$ cat src/hdl/oew_pkg.sv
// Package for the optimal extraction weights core.
// Holds shared types and constants; depends on nothing.
`timescale 1ns / 1ps
package oew_pkg;
    localparam logic [31:0] Q_ONE = 32'h0001_0000;
    localparam int SUM_W = 48;

    typedef struct packed {
        logic        col_end;
        logic        store;
        logic [31:0] model;
        logic [31:0] ivar;
    } oew_cmd_t;
endpackage

$ cat src/hdl/oew_front.sv
// Front part: accepts pixels, marks those beyond the row capacity for
// skipping, and puts all in a two-entry queue. Depends on oew_pkg.
`timescale 1ns / 1ps
module oew_front
    import oew_pkg::*;
#(
    parameter int MAX_ROWS = 64,
    parameter int CNT_W = 7
)
(
    input  logic        clk,
    input  logic        rst_n,
    input  logic        s_valid,
    output logic        s_ready,
    input  logic [31:0] s_model,
    input  logic [31:0] s_ivar,
    input  logic        s_last,
    output logic        q_valid,
    input  logic        q_ready,
    output oew_cmd_t    q_cmd
);
    oew_cmd_t        q_mem [2];
    logic            wp_reg, rp_reg;
    logic [1:0]      cnt_reg;
    logic [CNT_W-1:0] rows_reg;
    logic            push, pop;

    assign s_ready = (cnt_reg != 2'd2);
    assign push    = s_valid && s_ready;
    assign q_valid = (cnt_reg != 2'd0);
    assign pop     = q_valid && q_ready;
    assign q_cmd   = q_mem[rp_reg];

    always_ff @(posedge clk)
    begin
        if (push)
        begin
            q_mem[wp_reg].col_end <= s_last;
            q_mem[wp_reg].store   <= (rows_reg < CNT_W'(MAX_ROWS));
            q_mem[wp_reg].model   <= s_model;
            q_mem[wp_reg].ivar    <= s_ivar;
        end
    end

    always_ff @(posedge clk or negedge rst_n)
    begin
        if (!rst_n)
        begin
            wp_reg   <= 1'b0;
            rp_reg   <= 1'b0;
            cnt_reg  <= 2'd0;
            rows_reg <= '0;
        end
        else
        begin
            if (push)
            begin
                wp_reg <= ~wp_reg;
                if (s_last)
                    rows_reg <= '0;
                else if (rows_reg < CNT_W'(MAX_ROWS))
                    rows_reg <= rows_reg + 1'b1;
            end
            if (pop)
                rp_reg <= ~rp_reg;
            cnt_reg <= cnt_reg + {1'b0, push} - {1'b0, pop};
        end
    end
endmodule

$ cat config.mk
export PLATFORM = sky130hd
export DESIGN_NAME = oew_front
export DESIGN_NICKNAME = d
export VERILOG_FILES = /design/src/hdl/oew_pkg.sv /design/src/hdl/oew_front.sv
export SDC_FILE = /design/constraint.sdc
export NUM_CORES = 1
export LEC_CHECK = 0
export BUFFER_PORTS_ARGS = -buffer_cell sky130_fd_sc_hd__buf_2
export CELL_PAD_IN_SITES_DETAIL_PLACEMENT = 2
export CELL_PAD_IN_SITES_GLOBAL_PLACEMENT = 2
export CORE_ASPECT_RATIO = 1.5
export CORE_MARGIN = 2
export CORE_UTILIZATION = 30
export CTS_CLUSTER_DIAMETER = 30
export DETAILED_ROUTE_END_ITERATION = 7
export HOLD_SLACK_MARGIN = 0.06
export PLACE_DENSITY_LB_ADDON = 0.1
export SETUP_SLACK_MARGIN = 0.05
export SYNTH_ARGS = -nofsm -noshare
export SYNTH_HDL_FRONTEND = slang
export SYNTH_SLANG_ARGS = --single-unit
$ cat constraint.sdc
create_clock -name clk -period 5.26 [get_ports clk]
set_input_delay 1.052 -clock clk [delete_from_list [all_inputs] [get_ports clk]]
set_output_delay 1.052 -clock clk [all_outputs]
set_load 0.02 [all_outputs]
==> results.md <==
* DR WL/cell at 18.5 microns
* Sequential share of the synthesized area at 78.9%
* Fill cells at 1770
* Critical path class: flop to output pin
* Die Y at 168 microns
* Unrepaired setup endpoints after global routing: false
* Avg Inst Size Synth at 20.1 sq um
* Syn Nets at 339
* Via count at 2949
* Routed Antenna Nets at 0
* Synth-to-layout area growth at 28.8%
* Most common cell after layout, fill and taps aside: buf_2
* Worst vdd ir at 236 uV
* Most frequent cells in the layout: buf_2 (136), edfxtp_1 (132), mux2_2 (66)
* Net count, final at 488
* Tightest Pin Transition at 1100 ps
* Synth Instances at 268
* PostCTS Resize Cnt at 0
* Largest net degree at the start of global routing at 67
* Post-CTS Setup Inserts at 0
* Root Driver: clkbuf_16
* Pwr dens at 597 nW/um^2
* Crit path required time at 4210 ps
* Post-synthesis cell type count at 32
* HPWL after DPL at around 8 mm
* GR Overflow Total at 0
* Synth top area cells: edfxtp_1 (74%), mux2_2 (14%), dfrtp_1 (5.1%)
* Ys async rst share at about 7.7%
* Full die area at between 15000 and 20000 sq um
* Max-slew violations at 0
* Flops & latches, synth at 143
* Clock Skews at 7.30 ps
* CP Launch Type: flop
* Fin crit share at 66.6%
* Core Area at between 15000 and 20000 sq um
* IO Port Bufs at ~140
* IO Pins at 137
* Synthesized cell area at 5370 sq um
* Share of layout cells above drive strength 1 at 55.8%
* Worst-path fanout max at 37
* Clock sink count at between 100 and 150
* EDFF count, synth at between 100 and 150
* Min-Delay Path Class: input pin to async pin
* Sum Neg Setup Slack at 0 ps
* R2r startpoint: cnt_reg[1]
* Max transition margin at a little over a quarter
* Hold buffers post-CTS at 0
* Max Cap Viol at 0
* Setup slack, reg-to-reg at approximately 2900 ps
* Multi-input logic area at 1080 sq um
* DRC viols at 0
* Clk slew on worst S/H paths at 60 ps
* Leading area contributor after synthesis: edfxtp_1
* FF/Latch Area at roughly 4200 sq um
* Final min period at 3500 ps
* Crit end category: output pin
* CTS H-Tree Depth at 4
* Reg2Reg Capture Point: q_mem[0][21]
* Antenna violations before repair at 2
* FP Rows at 60
* GP Congestion at ~0.73
* Max reg flops at 132
* R2R depth at 5
* Worst-Skew Late Latency at 410 ps
* Vias in the first global route at around 3.3k
* Outcome: completed
* Chip Width at around 110 microns
* DRT Pass-1 Iters at 4
* First-pass GRT wire length at 18.6 mm
* CTS Buf Count at 17
* Clock Path Buffers at 2
* Synthesis Warnings at 0
* Pleak at roughly 2.6 nW
* Routed vias/inst at 4.55
* GR Util All Layers at 13.1%
* Drt first-iter violations at 96
* Worst Path Arrival at around 2500 ps
* Final setup viols at 0
* Final hold viol count at 0
* Fin util at between 30% and 40%
* Initial Util at 30.3%
* Post-Route WL at between 10 and 15 mm
* Fmax at 0.285 GHz
* TritonCTS clock tree: built
* Dominant synthesized flop cell: edfxtp_1
* Yosys top cell area share at ~74%
## metrics by stage
stage	power, W	hold WS (ps)	instance area, sq um	setup slack [ps]	std cells
CTS	0.00423	517	6920	1620	647
floorplan	0.00255	461	5370	836	268
global route	0.00436	524	6920	1570	647
global placement	0.00296	539	6320	2070	615
finish	0.00413	520	6920	1760	648
detailed placement	0.00299	567	6320	2080	615
## logic make-up after synthesis
family,synth area share (%)
compound gates,1.89
xor+xnor,0.652
fa+ha+maj,0.466
buf+inv,1.30
flops,78.9
mux,13.8
simple gates,2.98
## power breakdown
part / leakage (nW) / switching (W) / total [W] / internal (W)
clock network: 0.281 / 0.000471 / 0.00122 / 0.000751
registers: 1.36 / 0.000147 / 0.00170 / 0.00156
logic: 0.948 / 0.000721 / 0.00121 / 0.000486
total: 2.59 / 0.00134 / 0.00413 / 0.00279
## routing by layer
layer,wire length (microns),GRT usage (%),share of wire [%]
met2,6770,23.9,56
met3,493,3.60,4.1
met4,135,4.61,1.1
met1,4590,14.4,38
met5,7,0,0.058
## synthesized netlist by cell type, types with 2 or more instances
library cell,count
nor2_1,4
mux2_2,66
nor3_1,2
inv_1,5
and3_1,3
edfxtp_1,132
nand4_1,3
xnor2_1,4
a221o_1,3
nand3_1,4
o21ai_0,2
ha_1,2
nand2_1,3
buf_4,3
dfrtp_1,11
buf_2,5
## worst max-delay path by stage
stage / startpoint / end / slack (ps) / cells after the start
6_report: rp_reg / q_cmd[1] / 1760 / 3
5_1_grt: rp_reg / q_cmd[3] / 1570 / 3
4_1_cts: rp_reg / q_cmd[3] / 1620 / 3
3_5_place_dp: rp_reg / q_cmd[3] / 2080 / 3
3_3_place_gp: rp_reg / q_cmd[3] / 2070 / 3
2_1_floorplan: s_valid / q_mem[0][0] / 840 / 2
## cell type report
cell class / instances / area share, %
antenna: 1 / 0.0362
clock buffer: 20 / 6.31
clock inverter: 12 / 2.33
inverter: 6 / 0.325
multi-input combinational: 111 / 15.6
sequential: 143 / 61.3
tap: 217 / 3.92
timing repair buffer: 138 / 10.2
## worst max-delay path, cell delays in order (launching register included)
cell and delay, ps:
dfrtp_2 950, buf_4 520, mux2_2 400, buf_2 160
(Power assumes the default switching activity.)
